==> config.mk <==
export PLATFORM = sky130hd
export DESIGN_NAME = parcel_priority_pipeline_flat
export DESIGN_NICKNAME = d
export VERILOG_FILES = /design/src/hdl/ppp_pkg.sv /design/src/hdl/ppp_if.sv /design/src/hdl/parcel_priority_pipeline.sv /design/src/hdl/ppp_ram.sv /design/src/flat_wrapper.sv
export SDC_FILE = /design/constraint.sdc
export NUM_CORES = 2
export LEC_CHECK = 0
export BUFFER_PORTS_ARGS = -buffer_cell sky130_fd_sc_hd__buf_2
export CORE_MARGIN = 2
export CORE_UTILIZATION = 60
export CTS_CLUSTER_DIAMETER = 150
export CTS_CLUSTER_SIZE = 28
export DETAILED_ROUTE_END_ITERATION = 16
export GPL_TIMING_DRIVEN = 0
export PLACE_DENSITY = 0.77
export SKIP_LAST_GASP = 1
export SYNTH_ARGS = -nofsm -noshare
export SYNTH_HDL_FRONTEND = slang
export SYNTH_SLANG_ARGS = --single-unit
==> constraint.sdc <==
create_clock -name clk -period 4.1 [get_ports clk]
set_input_delay 0.41 -clock clk [delete_from_list [all_inputs] [get_ports clk]]
set_output_delay 0.41 -clock clk [all_outputs]
set_load 0.01 [all_outputs]
==> src/hdl/ppp_pkg.sv <==
// Package for the parcel priority pipeline: depths, widths, op and status codes.
// No dependencies.
package ppp_pkg;
  localparam int INTAKE_DEPTH = 16;
  localparam int SORT_DEPTH   = 16;
  localparam int FIFO_DEPTH   = 16;
  localparam int IW = $clog2(INTAKE_DEPTH);
  localparam int SW = $clog2(SORT_DEPTH);
  localparam int FW = $clog2(FIFO_DEPTH);
  localparam int ENTRY_W = 24;

  typedef enum logic [1:0] {
    OP_INTAKE   = 2'd0,
    OP_SORT     = 2'd1,
    OP_DISPATCH = 2'd2,
    OP_DELIVER  = 2'd3
  } op_t;

  typedef enum logic [1:0] {
    ST_OK       = 2'd0,
    ST_NOTFOUND = 2'd1,
    ST_EMPTY    = 2'd2,
    ST_FULL     = 2'd3
  } status_t;

  typedef enum logic [3:0] {
    S_IDLE, S_IN_SCAN, S_SR_RD, S_SR_CHK, S_SI_RD, S_SI_CHK, S_SH_RD, S_SH_WR,
    S_SI_PUT, S_DI_RD, S_DI_WR, S_DE_RD, S_DE_DONE, S_OUT
  } state_t;

  typedef struct packed {
    logic [1:0]  op;
    logic [15:0] receipt_in;
    logic [7:0]  days_in;
  } req_t;

  typedef struct packed {
    logic [1:0]  status;
    logic [15:0] receipt_out;
    logic [7:0]  days_out;
    logic [4:0]  queue_position;
    logic [15:0] delivered_count;
  } rsp_t;
endpackage

==> src/hdl/ppp_if.sv <==
// Valid/ready channel interfaces for requests and responses.
// Depends on ppp_pkg.
interface ppp_req_if;
  import ppp_pkg::*;
  logic valid;
  logic ready;
  req_t data;
  modport source (output valid, output data, input ready);
  modport sink (input valid, input data, output ready);
endinterface

interface ppp_rsp_if;
  import ppp_pkg::*;
  logic valid;
  logic ready;
  rsp_t data;
  modport source (output valid, output data, input ready);
  modport sink (input valid, input data, output ready);
endinterface

==> src/hdl/parcel_priority_pipeline.sv <==
// Top level of the parcel priority pipeline: sequencer over three RAMs.
// Depends on ppp_pkg, ppp_if and ppp_ram.
//
//  channel | dir | payload
//  req     | in  | op, receipt_in, days_in
//  rsp     | out | status, receipt_out, days_out, queue_position, delivered_count
//
// One word at a time. Intake does a valid-bit scan; sort does a receipt search, then
// a read/compare walk and a shift walk over the sorted RAM, one port access each.
// The result sits in an output register; a new word is taken once it is taken.
// Reset is synchronous, no sweep.
module parcel_priority_pipeline (
  input logic clk,
  input logic rst,
  ppp_req_if.sink   req,
  ppp_rsp_if.source rsp
);
  import ppp_pkg::*;

  state_t state, state_next;
  req_t   cur;
  logic [INTAKE_DEPTH-1:0] intake_valid;
  logic [IW:0] idx;
  logic [SW:0] pos, shp;
  logic [SW:0] sorted_count;
  logic [FW-1:0] fifo_head, fifo_tail;
  logic [FW:0] fifo_count;
  logic [15:0] next_receipt, delivered_total;
  logic [7:0] found_days;
  rsp_t out_r;

  // intake RAM: receipt and days
  logic in_we; logic [IW-1:0] in_wa, in_ra; logic [ENTRY_W-1:0] in_wd, in_rd;
  logic so_we; logic [SW-1:0] so_wa, so_ra; logic [ENTRY_W-1:0] so_wd, so_rd;
  logic fi_we; logic [FW-1:0] fi_wa, fi_ra; logic [ENTRY_W-1:0] fi_wd, fi_rd;

  ppp_ram #(.WIDTH(ENTRY_W), .DEPTH(INTAKE_DEPTH)) u_intake (
    .clk(clk), .we(in_we), .waddr(in_wa), .wdata(in_wd), .raddr(in_ra), .rdata(in_rd));
  ppp_ram #(.WIDTH(ENTRY_W), .DEPTH(SORT_DEPTH)) u_sorted (
    .clk(clk), .we(so_we), .waddr(so_wa), .wdata(so_wd), .raddr(so_ra), .rdata(so_rd));
  ppp_ram #(.WIDTH(ENTRY_W), .DEPTH(FIFO_DEPTH)) u_fifo (
    .clk(clk), .we(fi_we), .waddr(fi_wa), .wdata(fi_wd), .raddr(fi_ra), .rdata(fi_rd));

  assign req.ready = (state == S_IDLE);
  assign rsp.valid = (state == S_OUT);
  assign rsp.data  = out_r;

  // next state
  always_comb begin
    state_next = state;
    case (state)
      S_IDLE: if (req.valid) begin
        case (op_t'(req.data.op))
          OP_INTAKE:   state_next = S_IN_SCAN;
          OP_SORT:     state_next = S_SR_RD;
          OP_DISPATCH: state_next = S_DI_RD;
          default:     state_next = S_DE_RD;
        endcase
      end
      S_IN_SCAN: if (idx == IW'(0) + (IW+1)'(INTAKE_DEPTH) ||
                     !intake_valid[idx[IW-1:0]]) state_next = S_OUT;
      S_SR_RD: state_next = (idx == (IW+1)'(INTAKE_DEPTH)) ? S_OUT : S_SR_CHK;
      S_SR_CHK: begin
        if (intake_valid[idx[IW-1:0]] && in_rd[23:8] == cur.receipt_in)
          state_next = (sorted_count >= (SW+1)'(SORT_DEPTH)) ? S_OUT : S_SI_RD;
        else state_next = S_SR_RD;
      end
      S_SI_RD: state_next = (pos == sorted_count) ? S_SH_RD : S_SI_CHK;
      S_SI_CHK: state_next = (so_rd[7:0] >= found_days) ? S_SI_RD : S_SH_RD;
      S_SH_RD: state_next = (shp == pos) ? S_SI_PUT : S_SH_WR;
      S_SH_WR: state_next = S_SH_RD;
      S_SI_PUT: state_next = S_OUT;
      S_DI_RD: state_next = (sorted_count == '0 || fifo_count >= (FW+1)'(FIFO_DEPTH)) ?
                 ((sorted_count == '0) ? S_OUT : S_DI_WR) : S_DI_WR;
      S_DI_WR: state_next = S_OUT;
      S_DE_RD: state_next = (fifo_count == '0) ? S_OUT : S_DE_DONE;
      S_DE_DONE: state_next = S_OUT;
      S_OUT: if (rsp.ready) state_next = S_IDLE;
      default: state_next = S_IDLE;
    endcase
  end

  // RAM port controls
  always_comb begin
    in_we = 1'b0; in_wa = idx[IW-1:0]; in_wd = {next_receipt, cur.days_in};
    in_ra = idx[IW-1:0];
    so_we = 1'b0; so_wa = shp[SW-1:0]; so_wd = so_rd;
    so_ra = pos[SW-1:0];
    fi_we = 1'b0; fi_wa = fifo_tail; fi_wd = so_rd; fi_ra = fifo_head;
    case (state)
      S_IN_SCAN: in_we = (idx != (IW+1)'(INTAKE_DEPTH)) && !intake_valid[idx[IW-1:0]];
      S_SH_RD: so_ra = SW'(shp - 1'b1);
      S_SH_WR: begin so_we = 1'b1; so_wd = so_rd; end
      S_SI_PUT: begin so_we = 1'b1; so_wa = pos[SW-1:0];
        so_wd = {cur.receipt_in, found_days}; end
      S_DI_RD: so_ra = SW'(sorted_count - 1'b1);
      S_DI_WR: fi_we = (fifo_count < (FW+1)'(FIFO_DEPTH));
      default: ;
    endcase
  end

  always_ff @(posedge clk) begin
    if (rst) begin
      state <= S_IDLE;
      intake_valid <= '0;
      sorted_count <= '0;
      fifo_head <= '0; fifo_tail <= '0; fifo_count <= '0;
      next_receipt <= 16'd1;
      delivered_total <= '0;
    end else begin
      state <= state_next;
      case (state)
        S_IN_SCAN: if (idx != (IW+1)'(INTAKE_DEPTH) && !intake_valid[idx[IW-1:0]]) begin
          intake_valid[idx[IW-1:0]] <= 1'b1;
          next_receipt <= next_receipt + 16'd1;
        end
        S_SR_CHK: if (intake_valid[idx[IW-1:0]] && in_rd[23:8] == cur.receipt_in &&
                      sorted_count < (SW+1)'(SORT_DEPTH))
          intake_valid[idx[IW-1:0]] <= 1'b0;
        S_SI_PUT: sorted_count <= sorted_count + 1'b1;
        S_DI_WR: if (fifo_count < (FW+1)'(FIFO_DEPTH)) begin
          sorted_count <= sorted_count - 1'b1;
          fifo_tail <= (fifo_tail == FW'(FIFO_DEPTH - 1)) ? '0 : fifo_tail + 1'b1;
          fifo_count <= fifo_count + 1'b1;
        end
        S_DE_RD: if (fifo_count != '0) begin
          fifo_head <= (fifo_head == FW'(FIFO_DEPTH - 1)) ? '0 : fifo_head + 1'b1;
          fifo_count <= fifo_count - 1'b1;
          if (delivered_total != 16'hFFFF) delivered_total <= delivered_total + 16'd1;
        end
        default: ;
      endcase
    end
  end

  // datapath registers
  always_ff @(posedge clk) begin
    case (state)
      S_IDLE: begin
        cur <= req.data; idx <= '0; pos <= '0;
        out_r <= '0;
      end
      S_IN_SCAN: begin
        if (idx == (IW+1)'(INTAKE_DEPTH)) begin
          out_r.status <= ST_FULL;
        end else if (!intake_valid[idx[IW-1:0]]) begin
          out_r.status <= ST_OK;
          out_r.receipt_out <= next_receipt; out_r.days_out <= cur.days_in;
        end else idx <= idx + 1'b1;
      end
      S_SR_RD: begin
        out_r.receipt_out <= cur.receipt_in;
        out_r.status <= ST_NOTFOUND;
      end
      S_SR_CHK: begin
        if (intake_valid[idx[IW-1:0]] && in_rd[23:8] == cur.receipt_in) begin
          found_days <= in_rd[7:0];
          out_r.days_out <= in_rd[7:0];
          out_r.status <= (sorted_count >= (SW+1)'(SORT_DEPTH)) ? ST_FULL : ST_OK;
          shp <= sorted_count;
        end else idx <= idx + 1'b1;
      end
      S_SI_CHK: if (so_rd[7:0] >= found_days) pos <= pos + 1'b1;
      S_SH_WR: shp <= shp - 1'b1;
      S_DI_RD: if (sorted_count == '0) out_r.status <= ST_EMPTY;
      S_DI_WR: begin
        out_r.receipt_out <= so_rd[23:8]; out_r.days_out <= so_rd[7:0];
        if (fifo_count >= (FW+1)'(FIFO_DEPTH)) out_r.status <= ST_FULL;
        else out_r.queue_position <= 5'(fifo_count + 1'b1);
      end
      S_DE_RD: if (fifo_count == '0) out_r.status <= ST_EMPTY;
      S_DE_DONE: begin
        out_r.receipt_out <= fi_rd[23:8]; out_r.days_out <= fi_rd[7:0];
      end
      default: ;
    endcase
    if (state != S_IDLE && state != S_OUT) out_r.delivered_count <= delivered_total;
  end
endmodule

==> src/hdl/ppp_ram.sv <==
// Generic single-port-write, single-read RAM with registered read.
// No dependencies.
module ppp_ram #(
  parameter int WIDTH = 8,
  parameter int DEPTH = 16
) (
  input  logic                     clk,
  input  logic                     we,
  input  logic [$clog2(DEPTH)-1:0] waddr,
  input  logic [WIDTH-1:0]         wdata,
  input  logic [$clog2(DEPTH)-1:0] raddr,
  output logic [WIDTH-1:0]         rdata
);
  logic [WIDTH-1:0] mem [DEPTH];

  always_ff @(posedge clk) begin
    if (we) mem[waddr] <= wdata;
    rdata <= mem[raddr];
  end
endmodule

==> src/flat_wrapper.sv <==
// flat-port wrapper written by rule: the top's interface ports become plain ports
module parcel_priority_pipeline_flat import ppp_pkg::*;
  (clk, rst, req_valid, req_data, req_ready, rsp_valid, rsp_data, rsp_ready);
  ppp_req_if req_i ();
  ppp_rsp_if rsp_i ();
  input logic clk;
  input logic rst;
  input wire logic [$bits(req_i.valid)-1:0] req_valid;
  input wire logic [$bits(req_i.data)-1:0] req_data;
  output wire logic [$bits(req_i.ready)-1:0] req_ready;
  output wire logic [$bits(rsp_i.valid)-1:0] rsp_valid;
  output wire logic [$bits(rsp_i.data)-1:0] rsp_data;
  input wire logic [$bits(rsp_i.ready)-1:0] rsp_ready;
  assign req_i.valid = req_valid;
  assign req_i.data = req_data;
  assign req_ready = req_i.ready;
  assign rsp_valid = rsp_i.valid;
  assign rsp_data = rsp_i.data;
  assign rsp_i.ready = rsp_ready;
  parcel_priority_pipeline u_core (.clk(clk), .rst(rst), .req(req_i), .rsp(rsp_i));
endmodule
==> impl_metrics.tcl <==
set metrics [dict create \
    maxSlewHeadroom_pct 7.34 \
    finalMaxSlewViolations 0 \
    track_usage_pct 28.8 \
    ys.flop_type "edfxtp_1" \
    cts_made_buffers 55 \
    syn_nets 3068 \
    ys_warn_count 0 \
    num_vias 29200 \
    rsz0062_at_grt "false" \
    worst_setup_path_start_kind "flip-flop" \
    cts_tree "built" \
    grt_max_degree 30 \
    die_height_um 304 \
    final.setup.tns_ns 0 \
    final_antenna_net_count 0 \
    crit_buf_inv 4 \
    crit_family "buffers and inverters" \
    clk_latency_ns 0.69 \
    diodes 0 \
    placed_cells 4278 \
    start_util_pct 60.8 \
    status "complete, no violations" \
    clk_path_buf_depth 3 \
    cts_max_level 2 \
    dpl.hpwl_mm 87.4 \
    cts-root-buf "clkbuf_16" \
    skew_ns 0.0428 \
    final_util_pct 65.7 \
    post_route_cells_drive_above_1_share_pct 17.2 \
    grt_pass1_vias 28800 \
    finalPower_mw 36.4 \
    vdd_ir_drop_max_mv 0.540 \
    num_io_pins 79 \
    clock_sinks 1388 \
    drc 0 \
    async_reset_ff_share_pct 0 \
    hold_path.class "in -> reg" \
    place.gp.congestion 0.934 \
    synth-seq-cells 1388 \
    viasPerCell 6.63 \
    die_x_um 304 \
    dieArea_um2 92200 \
    first_iter_violations 4434 \
    synth_seq_area_share_pct 74.7 \
    path_common_cell "buf_2" \
    timing.final.ws_setup_ns 0.333 \
    grt_overflow 0 \
    netlist_area_um2 53900 \
    r2r_slack_ns 0.39 \
    core_um2 88600 \
    ys_types 73 \
    worstSetupPathDepth 6 \
    worst_slew_pin_slew_ns 1.39 \
    synth_cells 3012 \
    p_leak_nw 18.6 \
    syn_to_final_growth_pct 8.13 \
    grt_pass1_wl_mm 193 \
    dp_worst_setup_slack_ns -0.697 \
    rows 109 \
    crit_path_end "req_ready" \
    worstPathRequired_ns 3.69 \
    cp_slowest_cell "inv_1" \
    fin_crit_ns 3.77 \
    finalCritPeriodShare_pct 91.9 \
    hold_viol 0 \
    setup_viol 0 \
    p_per_area_nw_per_um2 625 \
    cap_violations 0 \
    final_cell_count_no_fill 4406 \
    drt-total-wl_mm 133 \
    synth_edf_count 1246 \
    cp_max_fo 26 \
    clkTransAtPathRegs_ns 0.12 \
    critPathLaunch "u_core.state[1]" \
    worst-setup-path-type "reg -> out" \
    drtPass1Iterations 6 \
    reg2regPathDepth 11 \
    rr_startpoint "u_core.idx[1]" \
    port_buffers 77 \
    antenna_found_initial 5 \
    crit_chain "buf_2 > nor2_1 > nand2_1 > clkbuf_1 > inv_1 > buf_2" \
    end_kind "output port" \
    max_stage_delay_ns 1.04 \
    syn-mean-instance-area_um2 17.9 \
    critPathArrivalTime_ns 3.36 \
    max_freq_mhz 265 \
    nNetsFinal 3251 \
    routedWlPerCell_um 30.3 \
]
## layout by cell type, fill, tap and decap left out, drive strengths merged, types with 4 or more instances in the layout
cell and instances:
dlygate4sd3 24, nor4 5, nand2 325, and3 29, a221oi 25, nand4 14
mux2i 75, nor4b 4, xnor2 27, and4 5, a211oi 20, edfxtp 1246
nor3 22, clkbuf 197, a32oi 23, nor2b 5, ha 26, nand3 80
mux4 244, mux2 48, buf 171, xor2 53, a31oi 31, inv 31
a22oi 52, dfxtp 142, nand2b 8, a21oi 23, or3 4, nor2 145
o21ai 72, and2 21, a21o 6
## logic make-up after synthesis
family | synth area share, %
adder cells (fa/ha/maj) | 0.604
buffers and inverters | 1.53
XOR/XNOR | 1.30
flip-flops | 74.7
AND/OR/NAND/NOR | 5.70
multiplexers | 12.6
AO/OA/AOI/OAI | 3.49
## worst min-delay path by stage
stage / startpoint / to / slack [ns] / cells past startpoint
6_report: rsp_ready / u_core.state[0] / 0.20 / 4
5_1_grt: rsp_ready / u_core.state[0] / 0.19 / 4
4_1_cts: rsp_ready / u_core.state[0] / 0.15 / 4
3_5_place_dp: u_core.u_intake.rdata[4] / u_core.found_days[4] / 0.48 / 0
3_3_place_gp: flip-flop / flip-flop / 0.47 / 2
2_1_floorplan: u_core.u_intake.rdata[0] / u_core.found_days[0] / 0.41 / 0
## layer usage
layer / GRT usage [%] / share of wire, % / vias up
met3: 4.50 / 10 / 259
met4: 9.11 / 3.3 / 0
met5: 0 / 0 / -
met2: 46.3 / 48 / 1810
met1: 41.3 / 38 / 15000
li1: - / - / 12200
## cell type report
| class | instances | area (µm²) |
|---|---|---|
| Inverter | 31 | 119 |
| Clock inverter | 3 | 48.8 |
| Timing Repair Buffer | 127 | 1090 |
| Multi-Input combinational cell | 1427 | 13000 |
| Buffer | 165 | 703 |
| Tap cell | 1165 | 1460 |
| Clock buffer | 100 | 1550 |
| Fill cell | 5737 | 30400 |
| Sequential cell | 1388 | 40300 |
## cell usage after synthesis, types with 14 or more instances
master | count | area, µm²
dfxtp_1 | 142 | 2840
edfxtp_1 | 1246 | 37400
a31oi_1 | 31 | 194
a22oi_1 | 52 | 390
and2_1 | 19 | 119
mux4_2 | 243 | 5470
buf_1 | 30 | 113
clkbuf_1 | 98 | 368
a21oi_1 | 23 | 115
a221oi_1 | 24 | 210
xor2_1 | 53 | 464
ha_1 | 26 | 325
mux2i_1 | 74 | 741
nand2_1 | 325 | 1220
nand4_1 | 14 | 87.6
mux2_2 | 47 | 529
o21ai_1 | 26 | 130
nand3_1 | 80 | 400
and3_1 | 29 | 181
a32oi_1 | 23 | 201
nor3_1 | 21 | 105
o21ai_0 | 46 | 230
xnor2_1 | 27 | 236
nor2_1 | 142 | 533
a211oi_1 | 20 | 150
inv_1 | 31 | 116
buf_2 | 30 | 150
## what timing repair did
action / in CTS / in global routing
hold endpoints to repair: 24 / 0
buffers inserted: 0 / 0
hold buffers: 24 / 0
resized for setup: 6 / 0
endpoints found under the setup margin: 321 / 0
## per-stage QoR
step / cell area (µm²) / hold WS [ns]
6_report: 58200 / 0.195
5_1_grt: 58200 / 0.189
4_1_cts: 58200 / 0.151
3_5_place_dp: 56400 / 0.478
3_3_place_gp: 55700 / 0.474
2_1_floorplan: 53900 / 0.409
## state kept, by name, indices dropped and copies added, names as in the netlist, 24 cells and up, named ones only
| signal | flops |
|---|---|
| u_core.rsp.data | 47 |
| u_core.u_fifo.mem | 384 |
| u_core.u_intake.rdata | 24 |
| u_core.u_sorted.rdata | 24 |
| u_core.u_sorted.mem | 384 |
| u_core.cur | 24 |
| u_core.u_fifo.rdata | 24 |
| u_core.u_intake.mem | 384 |
## power by group
| part | leakage [nW] | switching [mW] | internal, mW | total, mW |
|---|---|---|---|---|
| clock network | 0.752 | 4.08 | 2.60 | 6.68 |
| logic | 5.34 | 6.32 | 3.34 | 9.66 |
| registers | 12.5 | 1.83 | 18.2 | 20.0 |
| total | 18.6 | 12.2 | 24.1 | 36.4 |
## worst register-to-register path: cells and delay by family (launching register included)
family                     cells  cell delay (ns)
AOI/OAI and AO/OA              2             0.50
and+or+nand+nor                5             1.45
buffers and inverters          3             0.92
adders and majority gates      1             0.23
DFF                            1             0.55
No activity file was read; power rests on OpenSTA's default activity.
